File: src/rtl/core/swma_pkg.sv
// shared types and constants for the stack with middle access
// action and status codes, controller/datapath command and status structs
// no dependencies
package swma_pkg;

  localparam int WORD_W        = 32;
  localparam int DEFAULT_DEPTH = 16;

  typedef enum logic [1:0] {
    ACT_PUSH = 2'd0,
    ACT_POP  = 2'd1,
    ACT_MID  = 2'd2,
    ACT_DEL  = 2'd3
  } act_t;

  typedef enum logic [1:0] {
    ST_OK    = 2'd0,
    ST_EMPTY = 2'd1,
    ST_FULL  = 2'd2
  } stat_t;

  // controller to datapath
  typedef struct packed {
    logic  cap_item;   // latch the accepted request
    logic  set_res;    // clear result word and set status code
    stat_t res_stat;
    logic  push_wr;    // write value at top, raise count
    logic  pop_rd;     // read top entry, lower count
    logic  mid_rd;     // read middle entry, index <= middle
    logic  cap_rdata;  // result word <= read data
    logic  dec_count;
    logic  sh_rd;      // read entry above the index
    logic  sh_wr;      // write read data at index, step index
    logic  load_out;   // move result into the output register
  } cmd_t;

  // datapath to controller
  typedef struct packed {
    act_t act;
    logic empty;
    logic full;
    logic shift_more;
  } sts_t;

endpackage

File: src/rtl/core/swma_ctrl.sv
// request sequencer for the stack with middle access
// drives datapath commands and the stream handshakes; uses swma_pkg
module swma_ctrl (
  input  logic           clk,
  input  logic           rst_n,
  input  logic           in_tvalid,
  output logic           in_tready,
  output logic           out_tvalid,
  input  logic           out_tready,
  input  swma_pkg::sts_t sts,
  output swma_pkg::cmd_t cmd
);
  import swma_pkg::*;

  typedef enum logic [2:0] {
    S_IDLE,
    S_EXEC,
    S_RD_WAIT,
    S_SH_RD,
    S_SH_WR,
    S_DONE
  } state_t;

  state_t state_r, state_nxt;
  logic   in_tready_r, in_tready_nxt;
  logic   out_valid_r, out_valid_nxt;

  always_comb begin
    cmd           = '0;
    cmd.res_stat  = ST_OK;
    state_nxt     = state_r;
    in_tready_nxt = in_tready_r;
    out_valid_nxt = out_valid_r;
    if (out_valid_r && out_tready) begin
      out_valid_nxt = 1'b0;
    end
    case (state_r)
      S_IDLE: begin
        if (in_tvalid && in_tready_r) begin
          cmd.cap_item  = 1'b1;
          in_tready_nxt = 1'b0;
          state_nxt     = S_EXEC;
        end
      end
      S_EXEC: begin
        cmd.set_res = 1'b1;
        state_nxt   = S_DONE;
        if (sts.act == ACT_PUSH) begin
          if (sts.full) begin
            cmd.res_stat = ST_FULL;
          end else begin
            cmd.push_wr = 1'b1;
          end
        end else if (sts.empty) begin
          cmd.res_stat = ST_EMPTY;
        end else begin
          state_nxt = S_RD_WAIT;
          if (sts.act == ACT_POP) begin
            cmd.pop_rd = 1'b1;
          end else begin
            cmd.mid_rd = 1'b1;
          end
        end
      end
      S_RD_WAIT: begin
        cmd.cap_rdata = 1'b1;
        if (sts.act == ACT_DEL) begin
          // lower count first so the shift runs while index < count
          cmd.dec_count = 1'b1;
          state_nxt     = S_SH_RD;
        end else begin
          state_nxt = S_DONE;
        end
      end
      S_SH_RD: begin
        if (sts.shift_more) begin
          cmd.sh_rd = 1'b1;
          state_nxt = S_SH_WR;
        end else begin
          state_nxt = S_DONE;
        end
      end
      S_SH_WR: begin
        cmd.sh_wr = 1'b1;
        state_nxt = S_SH_RD;
      end
      S_DONE: begin
        if (!out_valid_r || out_tready) begin
          cmd.load_out  = 1'b1;
          out_valid_nxt = 1'b1;
          in_tready_nxt = 1'b1;
          state_nxt     = S_IDLE;
        end
      end
      default: begin
        state_nxt     = S_IDLE;
        in_tready_nxt = 1'b1;
      end
    endcase
  end

  always_ff @(posedge clk) begin
    if (!rst_n) begin
      state_r     <= S_IDLE;
      in_tready_r <= 1'b1;
      out_valid_r <= 1'b0;
    end else begin
      state_r     <= state_nxt;
      in_tready_r <= in_tready_nxt;
      out_valid_r <= out_valid_nxt;
    end
  end

  assign in_tready  = in_tready_r;
  assign out_tvalid = out_valid_r;

endmodule

File: src/rtl/core/swma_dp.sv
// datapath of the stack with middle access: entry memory, count, index,
// result and output registers; uses swma_pkg
module swma_dp #(
  parameter int DEPTH = swma_pkg::DEFAULT_DEPTH
) (
  input  logic                              clk,
  input  logic                              rst_n,
  input  swma_pkg::cmd_t                    cmd,
  output swma_pkg::sts_t                    sts,
  input  logic [1:0]                        in_action,
  input  logic signed [swma_pkg::WORD_W-1:0] in_value,
  output logic signed [swma_pkg::WORD_W-1:0] out_value,
  output logic [1:0]                        out_status
);
  import swma_pkg::*;

  localparam int AW = (DEPTH > 1) ? $clog2(DEPTH) : 1;
  localparam int CW = $clog2(DEPTH + 1);

  logic [WORD_W-1:0] mem [DEPTH];
  logic [WORD_W-1:0] rd_data_r;
  logic [AW-1:0]     rd_addr;

  act_t              action_r;
  logic [WORD_W-1:0] value_r;
  logic [CW-1:0]     count_r;
  logic [AW-1:0]     idx_r;
  logic [WORD_W-1:0] res_r;
  stat_t             stat_r;
  logic [WORD_W-1:0] out_value_r;
  stat_t             out_stat_r;

  logic [CW-1:0]     cnt_m1;
  logic [CW-1:0]     cnt_half;
  logic [AW-1:0]     mid_idx;
  logic [AW-1:0]     idx_p1;

  assign cnt_m1   = count_r - CW'(1);
  assign cnt_half = cnt_m1 >> 1;
  assign mid_idx  = cnt_half[AW-1:0];
  assign idx_p1   = idx_r + AW'(1);

  always_comb begin
    rd_addr = mid_idx;
    if (cmd.pop_rd) begin
      rd_addr = cnt_m1[AW-1:0];
    end else if (cmd.sh_rd) begin
      rd_addr = idx_p1;
    end
  end

  // single write port, single registered read port
  always_ff @(posedge clk) begin
    if (cmd.push_wr) begin
      mem[count_r[AW-1:0]] <= value_r;
    end else if (cmd.sh_wr) begin
      mem[idx_r] <= rd_data_r;
    end
    rd_data_r <= mem[rd_addr];
  end

  always_ff @(posedge clk) begin
    if (!rst_n) begin
      count_r <= '0;
    end else if (cmd.push_wr) begin
      count_r <= count_r + CW'(1);
    end else if (cmd.pop_rd || cmd.dec_count) begin
      count_r <= cnt_m1;
    end
  end

  always_ff @(posedge clk) begin
    if (cmd.cap_item) begin
      action_r <= act_t'(in_action);
      value_r  <= in_value;
    end
    if (cmd.mid_rd) begin
      idx_r <= mid_idx;
    end else if (cmd.sh_wr) begin
      idx_r <= idx_p1;
    end
    if (cmd.set_res) begin
      res_r  <= '0;
      stat_r <= cmd.res_stat;
    end else if (cmd.cap_rdata) begin
      res_r <= rd_data_r;
    end
    if (cmd.load_out) begin
      out_value_r <= res_r;
      out_stat_r  <= stat_r;
    end
  end

  assign sts.act        = action_r;
  assign sts.empty      = (count_r == '0);
  assign sts.full       = (count_r == CW'(DEPTH));
  assign sts.shift_more = (CW'(idx_r) < count_r);

  assign out_value  = out_value_r;
  assign out_status = out_stat_r;

endmodule

File: src/rtl/core/stack_with_middle_access_core.sv
// top level of the bounded stack with push, pop, read-middle, delete-middle
// joins swma_ctrl and swma_dp; uses swma_pkg
// one request at a time: push or an error result passes the execute and done
// states, pop and read-middle add a read-wait state, and delete-middle then
// shifts each entry above the middle down, a read state then a write state each.
// input ready rises again as the result enters the output register.
// synchronous active-low reset empties the stack; entry memory is not cleared.
module stack_with_middle_access_core #(
  parameter int DEPTH = swma_pkg::DEFAULT_DEPTH
) (
  input  logic                               clk,
  input  logic                               rst_n,
  input  logic                               in_tvalid,
  output logic                               in_tready,
  input  logic signed [swma_pkg::WORD_W-1:0] in_tdata,  // [31:0] push_value
  input  logic [1:0]                         in_tuser,  // [1:0] action
  output logic                               out_tvalid,
  input  logic                               out_tready,
  output logic signed [swma_pkg::WORD_W-1:0] out_tdata, // [31:0] result_value
  output logic [1:0]                         out_tuser  // [1:0] status
);
  import swma_pkg::*;

  cmd_t cmd;
  sts_t sts;

  swma_ctrl u_ctrl (
    .clk        (clk),
    .rst_n      (rst_n),
    .in_tvalid  (in_tvalid),
    .in_tready  (in_tready),
    .out_tvalid (out_tvalid),
    .out_tready (out_tready),
    .sts        (sts),
    .cmd        (cmd)
  );

  swma_dp #(
    .DEPTH (DEPTH)
  ) u_dp (
    .clk        (clk),
    .rst_n      (rst_n),
    .cmd        (cmd),
    .sts        (sts),
    .in_action  (in_tuser),
    .in_value   (in_tdata),
    .out_value  (out_tdata),
    .out_status (out_tuser)
  );

endmodule

File: config.mk
export PLATFORM = sky130hd
export DESIGN_NAME = stack_with_middle_access_core
export DESIGN_NICKNAME = d
export VERILOG_FILES = /design/src/rtl/core/swma_pkg.sv /design/src/rtl/core/swma_ctrl.sv /design/src/rtl/core/swma_dp.sv /design/src/rtl/core/stack_with_middle_access_core.sv
export SDC_FILE = /design/constraint.sdc
export NUM_CORES = 1
export LEC_CHECK = 0
export BUFFER_PORTS_ARGS = -buffer_cell sky130_fd_sc_hd__buf_2
export CAP_MARGIN = 15
export CORE_ASPECT_RATIO = 0.6
export CORE_MARGIN = 3
export CORE_UTILIZATION = 38
export CTS_BUF_LIST = sky130_fd_sc_hd__clkbuf_8 sky130_fd_sc_hd__clkbuf_16
export DETAILED_ROUTE_END_ITERATION = 12
export PLACE_DENSITY = 0.64
export SETUP_SLACK_MARGIN = 0.05
export SLEW_MARGIN = 5
export SYNTH_ARGS = -nofsm -noshare
export SYNTH_HDL_FRONTEND = slang
export SYNTH_SLANG_ARGS = --single-unit
File: constraint.sdc
create_clock -name clk -period 8.1 [get_ports clk]
set_clock_uncertainty 0.1 [all_clocks]
set_input_delay 1.62 -clock clk [delete_from_list [all_inputs] [get_ports clk]]
set_output_delay 1.62 -clock clk [all_outputs]
set_load 0.005 [all_outputs]
# ---- After elaboration in Yosys (flattened, before gate mapping)
# Memory sizes are Yosys's and may differ from the RTL's. A register that Yosys moved wholly into a read port is not among the register bits.
# Cells that the tools add are included.
dict set report op_classes {
  addsub 3
  order_cmp 1
  eq_ne 10
  muxes 46
  bitwise 1
  n_reduce_logical 14
}
# cell count
set ops {}
lappend ops {{32-bit two-way mux} 1}
lappend ops {{32-bit OR reduction} 1}
lappend ops {{1-bit two-way mux} 25}
lappend ops {{4-bit two-way mux} 5}
lappend ops {{3-bit one-hot mux with 6 select lines} 1}
lappend ops {{3-bit two-way mux} 5}
lappend ops {{2-bit two-way mux} 5}
lappend ops {{5-bit two-way mux} 2}
lappend ops {{3-bit by 2-bit equality test with 1-bit output, second input constant} 2}
lappend ops {{3-bit equality test, second input constant} 2}
lappend ops {{6-bit two-way mux} 1}
lappend ops {{5-bit by 1-bit adder with 5-bit output, second input constant} 1}
lappend ops {{5-bit equality test, second input constant} 1}
lappend ops {{5-bit logical NOT} 1}
lappend ops {{4-bit by 5-bit less-than comparator with 1-bit output} 1}
lappend ops {{5-bit by 1-bit subtractor with 5-bit output, second input constant} 1}
lappend ops {{4-bit by 1-bit adder with 4-bit output, second input constant} 1}
lappend ops {{2-bit by 1-bit != test with 1-bit output, second input constant} 2}
lappend ops {{2-bit nonzero test} 2}
lappend ops {{4-bit OR reduction} 1}
lappend ops {{3-bit by 1-bit equality test with 1-bit output, second input constant} 1}
lappend ops {{3-bit logical NOT} 1}
lappend ops {{1-bit one-hot mux with 3 select lines} 1}
lappend ops {{3-bit AND reduction} 1}
lappend ops {{other kinds (8)} 10}
dict set report word_totals {
  ff_bits 116
  mem_bits_rw 512
  inputBits 38
  word_cells 87
  n_memories 1
}
# name words word_bits read_ports rd_clocked_by_memory_dff write_ports line_no
set mem_list {}
lappend mem_list {u_dp.mem 16 32 1 1 1 swma_dp.sv:20} ;# logic [WORD_W-1:0] mem [DEPTH];

# ---- Logic depth before layout (Yosys ltp)
dict set report depth {
  ltp_word 9
  ltp_mapped 13
}

# ---- Cells and area by module
# From an unflattened synthesis, not the netlist that was laid out.
dict set report hier_totals {
  cells_unflattened 1632
  area_unflattened_um2 25290.5
}
# module n_inst cells_per_inst area_per_inst_um2 seq_area_each_um2
set modules_own_cells {}
lappend modules_own_cells {swma_dp 1 1580 24901.4 18978.2}
lappend modules_own_cells {swma_ctrl 1 52 389.1 100.1}

# ---- Worst setup path after synthesis
# Ideal clock, no wire load.
dict set report synth_timing {
  path_kind {input to register}
  startpoint {in in_tvalid}
  endpoint {reg u_dp.action_r[0] (enable)}
  setup_ns 0.468
  arrival_ns 4.013
  slack_ns 3.519
  path_stages 2
  cell_sequence {nand2_1 -> nor3_1}
}
# element line_no
set synth_lines {}
lappend synth_lines {{from (decl)} stack_with_middle_access_core.sv:13} ;# input logic in_tvalid,
lappend synth_lines {{to (signal assigned)} swma_dp.sv:74} ;# action_r <= act_t'(in_action);
lappend synth_lines {{to (decl)} swma_dp.sv:24} ;# act_t action_r;

# ---- Worst setup path in the final report
dict set report layout_timing {
  startpoint {reg u_dp.count_r[2]}
  endpoint {reg u_dp.rd_data_r[0] (read register of u_dp.mem)}
}
dict set report layout_between {
  elab_chain_len 5
  word_cells_on_any_way 10
}
# element line_no
set layout_lines {}
lappend layout_lines {{from (decl)} swma_dp.sv:26} ;# logic [CW-1:0] count_r;
lappend layout_lines {{from (signal assigned)} swma_dp.sv:66} ;# count_r <= count_r + CW'(1);
lappend layout_lines {{from (signal assigned)} swma_dp.sv:68} ;# count_r <= cnt_m1;
lappend layout_lines {{4-bit by 5-bit less-than comparator with 1-bit output or 5-bit logical NOT (tied branches)} {swma_dp.sv:97, swma_dp.sv:95}}
lappend layout_lines {{1-bit two-way mux or 2-bit two-way mux (tied branches)} {swma_ctrl.sv:76, swma_ctrl.sv:54}}
lappend layout_lines {{1-bit two-way mux or 2-bit two-way mux (tied branches)} {swma_ctrl.sv:37, swma_ctrl.sv:48}}
lappend layout_lines {{4-bit two-way mux or 6-bit two-way mux (tied branches)} {swma_dp.sv:47, swma_ctrl.sv:37}}
lappend layout_lines {{4-bit two-way mux *} swma_dp.sv:45} ;# if (cmd.pop_rd) begin
lappend layout_lines {{to (decl)} swma_dp.sv:21} ;# logic [WORD_W-1:0] rd_data_r;
# Every way passes the cells marked *; elsewhere a longest branch is shown, timed or not.
# A chain may end at the register's enable or synchronous reset.

==> flow_metrics.py <==
metrics = {
    "drt": {
        "met2_wirelength_um": 28630,
        "wirelength_met1_um": 30310,
        "via_count": 15330,
        "dr.first_iter.drc_count": 1709,
        "top_signal_layer_used": "met4",
        "routed_wl_um": 65050,
        "detail-route-antenna-nets": 0,
        "drt-pass1-iter-count": 5,
        "wl_met3_um": 4939,
        "drc": 0,
        "avgViaCountPerCell": 5.594,
        "routedWlPerCell_um": 23.74,
    },
    "timing": {
        "fmax_mhz": 199.3,
        "final_min_period_over_clock_period_pct": 61.96,
        "tightestPinTransition_ns": 1.061,
        "layout_min_cycle_time_ns": 5.018,
        "final_hold_violations": 0,
        "report.final.setup_viol": 0,
        "tns_ns": 0,
        "unrepaired_setup_endpoints_after_global_routing": "no",
        "slew_headroom_pct": 29.24,
        "fin_worst_hold_slack_ns": 0.3259,
        "final_max_slew_viol_count": 0,
    },
    "setup_path": {
        "critPathCaptureType": "flip-flop",
        "path_type_of_the_worst_setup_path": "flip-flop to flip-flop",
        "cp_cell_sequence": "inv_1, ha_1, a21o_1, a31oi_2, o21ai_4, mux2_4, nand2_8, buf_12, mux2_2, a2111oi_0, nand3_1",
        "max_stage_delay_ns": 0.68,
        "rrSetupSlack_ns": 3.08,
        "highest_net_fanout_along_the_worst_path": 105,
        "reg2reg_to": "u_dp.rd_data_r[0]$_DFF_P_",
        "rr_startpoint": "u_dp.count_r[2]$_SDFFE_PN0P_",
        "cp_slowest_cell": "a2111oi_0",
        "reg2regPathDepth": 11,
        "worst-endpoint-required_ns": 8.50,
        "critical_path_arrival_ns": 5.41,
        "cp-start-kind": "flip-flop",
    },
    "yosys": {
        "post_synth_num_cell_types": 61,
        "synth-adder-area-share_pct": 0.3393,
        "yosys.area_share.simple_pct": 7.052,
        "warning_count_from_the_yosys_run": 0,
        "syn_area_mm2": 0.02581,
        "synthFlopType": "edfxtp_1",
        "synth_top_family_by_area": "compound AO/OA/AOI/OAI gates",
        "ys_async_sr_fraction_pct": 0,
        "ys_top_cells_by_area": "edfxtp_1 68%, dfxtp_1 5.7%, mux2i_1 5.0%",
        "postSynthAreaPerCell_um2": 14.86,
        "mappedNetlistNets": 1782,
        "yosys_register_bits": 660,
        "gate_count_post_synth": 1737,
        "synth_enable_flop_cells": 586,
        "netlist_top_cells_count": "586 x edfxtp_1, 177 x nand2_1, 134 x nand3_1",
        "synth_most_common_cell": "edfxtp_1",
        "synth-compound-area-share_pct": 9.476,
        "synthMuxAreaShare_pct": 6.597,
        "synth-seq-area-share_pct": 73.91,
        "synth_xor_area_share_pct": 0.3054,
        "netlist.area_leader.share_pct": 68.17,
        "post-synth-top-area-cell": "edfxtp_1",
    },
    "finish": {
        "nets": 1836,
        "postLayoutCellArea_mm2": 0.02928,
        "fillCellCount": 5874,
        "utilization_pct": 43.91,
        "layout-drive-gt1-share_pct": 15.76,
        "antenna_cells_inserted": 0,
        "area_growth_pct": 13.42,
    },
    "pwr": {
        "peakVddDrop_mv": 0.2909,
        "power_density_relative_to_cell_area_mw_per_mm2": 380.6,
        "power_uw": 11140,
        "power_leakage_uw": 0.009450,
    },
    "worst_hold_path": {
        "hold_path_depth": 0,
        "hold_path_end": "u_dp.out_value[17]$_DFFE_PP_",
        "holdCritStartpoint": "u_dp.res_r[17]$_SDFFE_PP0P_",
        "worst_hold_path_type": "flip-flop to flip-flop",
    },
    "global_route": {
        "grt-ovfl-total": 0,
        "grt.total_usage_pct": 18.01,
        "maximum_number_of_pins_on_one_net_before_global_route_repair": 106,
        "first_global_vias": 14720,
        "grt_first_pass_wirelength_um": 97090,
        "grt_antenna_before_repair": 0,
    },
    "place": {
        "placed_standard_cell_area_mm2": 0.02722,
        "total_of_buffers_placed_on_input_and_output_ports": 73,
        "globalplace.congestion": 0.8398,
        "dpl.hpwl_um": 34920,
    },
    "clock_network": {
        "hold_buffers": 0,
        "sink_count_of_the_clock_tree": 660,
        "cts_buffer_depth": 3,
        "worstSkewPairLatency_ns": 0.66,
        "post-cts-setup-buffer-count": 0,
        "post_cts_resize_count": 0,
        "cts_inserted_buffers": 59,
        "cts-htree-levels": 2,
        "clk_transition_reported_paths_ns": 0.07,
        "cts_tree": "yes",
        "cts-root-buf": "clkbuf_16",
    },
    "floorplanning": {
        "dieWidth_um": 342.5,
        "number_of_rows_created_at_floorplan": 73,
        "pin_count": 74,
        "fp.dieH_um": 207.9,
        "core_area_mm2": 0.06668,
        "start_util_pct": 38.71,
        "die_area_mm2": 0.07120,
    },
    "flow_run": {
        "drv.max_cap_violation_count": 0,
    },
    "run_status": {
        "run_status": "completed",
    },
}
-- power breakdown --
part	switching, µW	internal [µW]	total (µW)
registers	204	4540	4740
logic	2380	1070	3450
clock network	1300	1650	2950
total	3890	7260	11100
-- critical path, delay by kind of cell, from the launching register on --
family          cells  cell delay (ns)
mux                 2             0.89
buf+inv             2             0.75
flops               1             0.59
compound gates      4             1.34
fa+ha+maj           1             0.35
simple gates        2             0.66
-- kinds of logic after synthesis --
kind of cell,Yosys count
and+or+nand+nor,396
xor gates and xnor gates,9
buffers and inverters,125
DFF,660
adders and majority gates,7
muxes,165
AOI/OAI and AO/OA,375
-- stage by stage --
| step | instances | setup slack (ns) |
|---|---|---|
| final | 2740 | 3.082 |
| after global routing | 2740 | 2.899 |
| after CTS | 2739 | 3.243 |
| after detailed placement | 2629 | 3.255 |
| after global placement | 2629 | 3.358 |
| after floorplan | 1737 | 3.519 |
-- sequential cells by signal, summed over array words and instances, names as in the netlist --
register,count
u_dp.value_r,32
u_ctrl.out_tvalid,1
u_dp.out_value,32
u_dp.mem,512
u_dp.action_r,2
u_dp.stat_r,2
u_ctrl.state_r,3
u_dp.res_r,32
u_ctrl.in_tready,1
u_dp.rd_data_r,32
u_dp.count_r,5
u_dp.idx_r,4
u_dp.out_status,2
-- final cells by class --
| cell class | count | area [µm²] | area share [%] |
|---|---|---|---|
| Sequential cell | 660 | 19080 | 65.17 |
| Multi-Input combinational cell | 952 | 6341 | 21.66 |
| Clock buffer | 61 | 1504 | 5.137 |
| Tap cell | 900 | 1126 | 3.846 |
| Timing Repair Buffer | 108 | 645.6 | 2.205 |
| Clock inverter | 49 | 544.3 | 1.859 |
| Inverter | 10 | 37.54 | 0.1282 |
-- how the worst max path moves through the flow --
stage                                 startpoint                         end  cells past startpoint  slack (ns)
floorplan                              in_tvalid  u_dp.action_r[0]$_DFFE_PP_                      2        3.52
global placement    u_dp.count_r[0]$_SDFFE_PN0P_  u_dp.rd_data_r[30]$_DFF_P_                     11        3.36
detailed placement  u_dp.count_r[0]$_SDFFE_PN0P_   u_dp.rd_data_r[0]$_DFF_P_                     11        3.26
CTS                 u_dp.count_r[0]$_SDFFE_PN0P_   u_dp.rd_data_r[0]$_DFF_P_                     11        3.24
global route        u_dp.count_r[2]$_SDFFE_PN0P_   u_dp.rd_data_r[0]$_DFF_P_                     11        2.90
finish              u_dp.count_r[2]$_SDFFE_PN0P_   u_dp.rd_data_r[0]$_DFF_P_                     11        3.08
-- routing by layer --
layer | track usage (%) | vias up
met3 | 2.964 | 83
met2 | 26.84 | 682
met4 | 3.972 | 0
met5 | 0 | -
li1 | - | 6779
met1 | 27.62 | 7783
-- layout by cell type, fill, tap and decap left out, types with 5 or more instances in the layout --
cell,instances
nand3_1,134
dfxtp_1,74
a2111oi_0,27
mux2_2,33
mux2i_1,129
edfxtp_1,586
ha_1,7
clkbuf_16,59
clkinv_2,20
nand2b_1,5
buf_2,73
o21a_1,6
inv_1,12
a21oi_1,100
nand2_1,176
bufinv_16,9
buf_4,33
nor2_4,17
xnor2_1,8
nor2_1,20
clkinvlp_4,5
a31oi_1,7
o22a_1,62
nor3_1,7
clkinv_1,5
o21ai_0,108
a211oi_1,34
No activity file was read; power rests on OpenSTA's default activity.
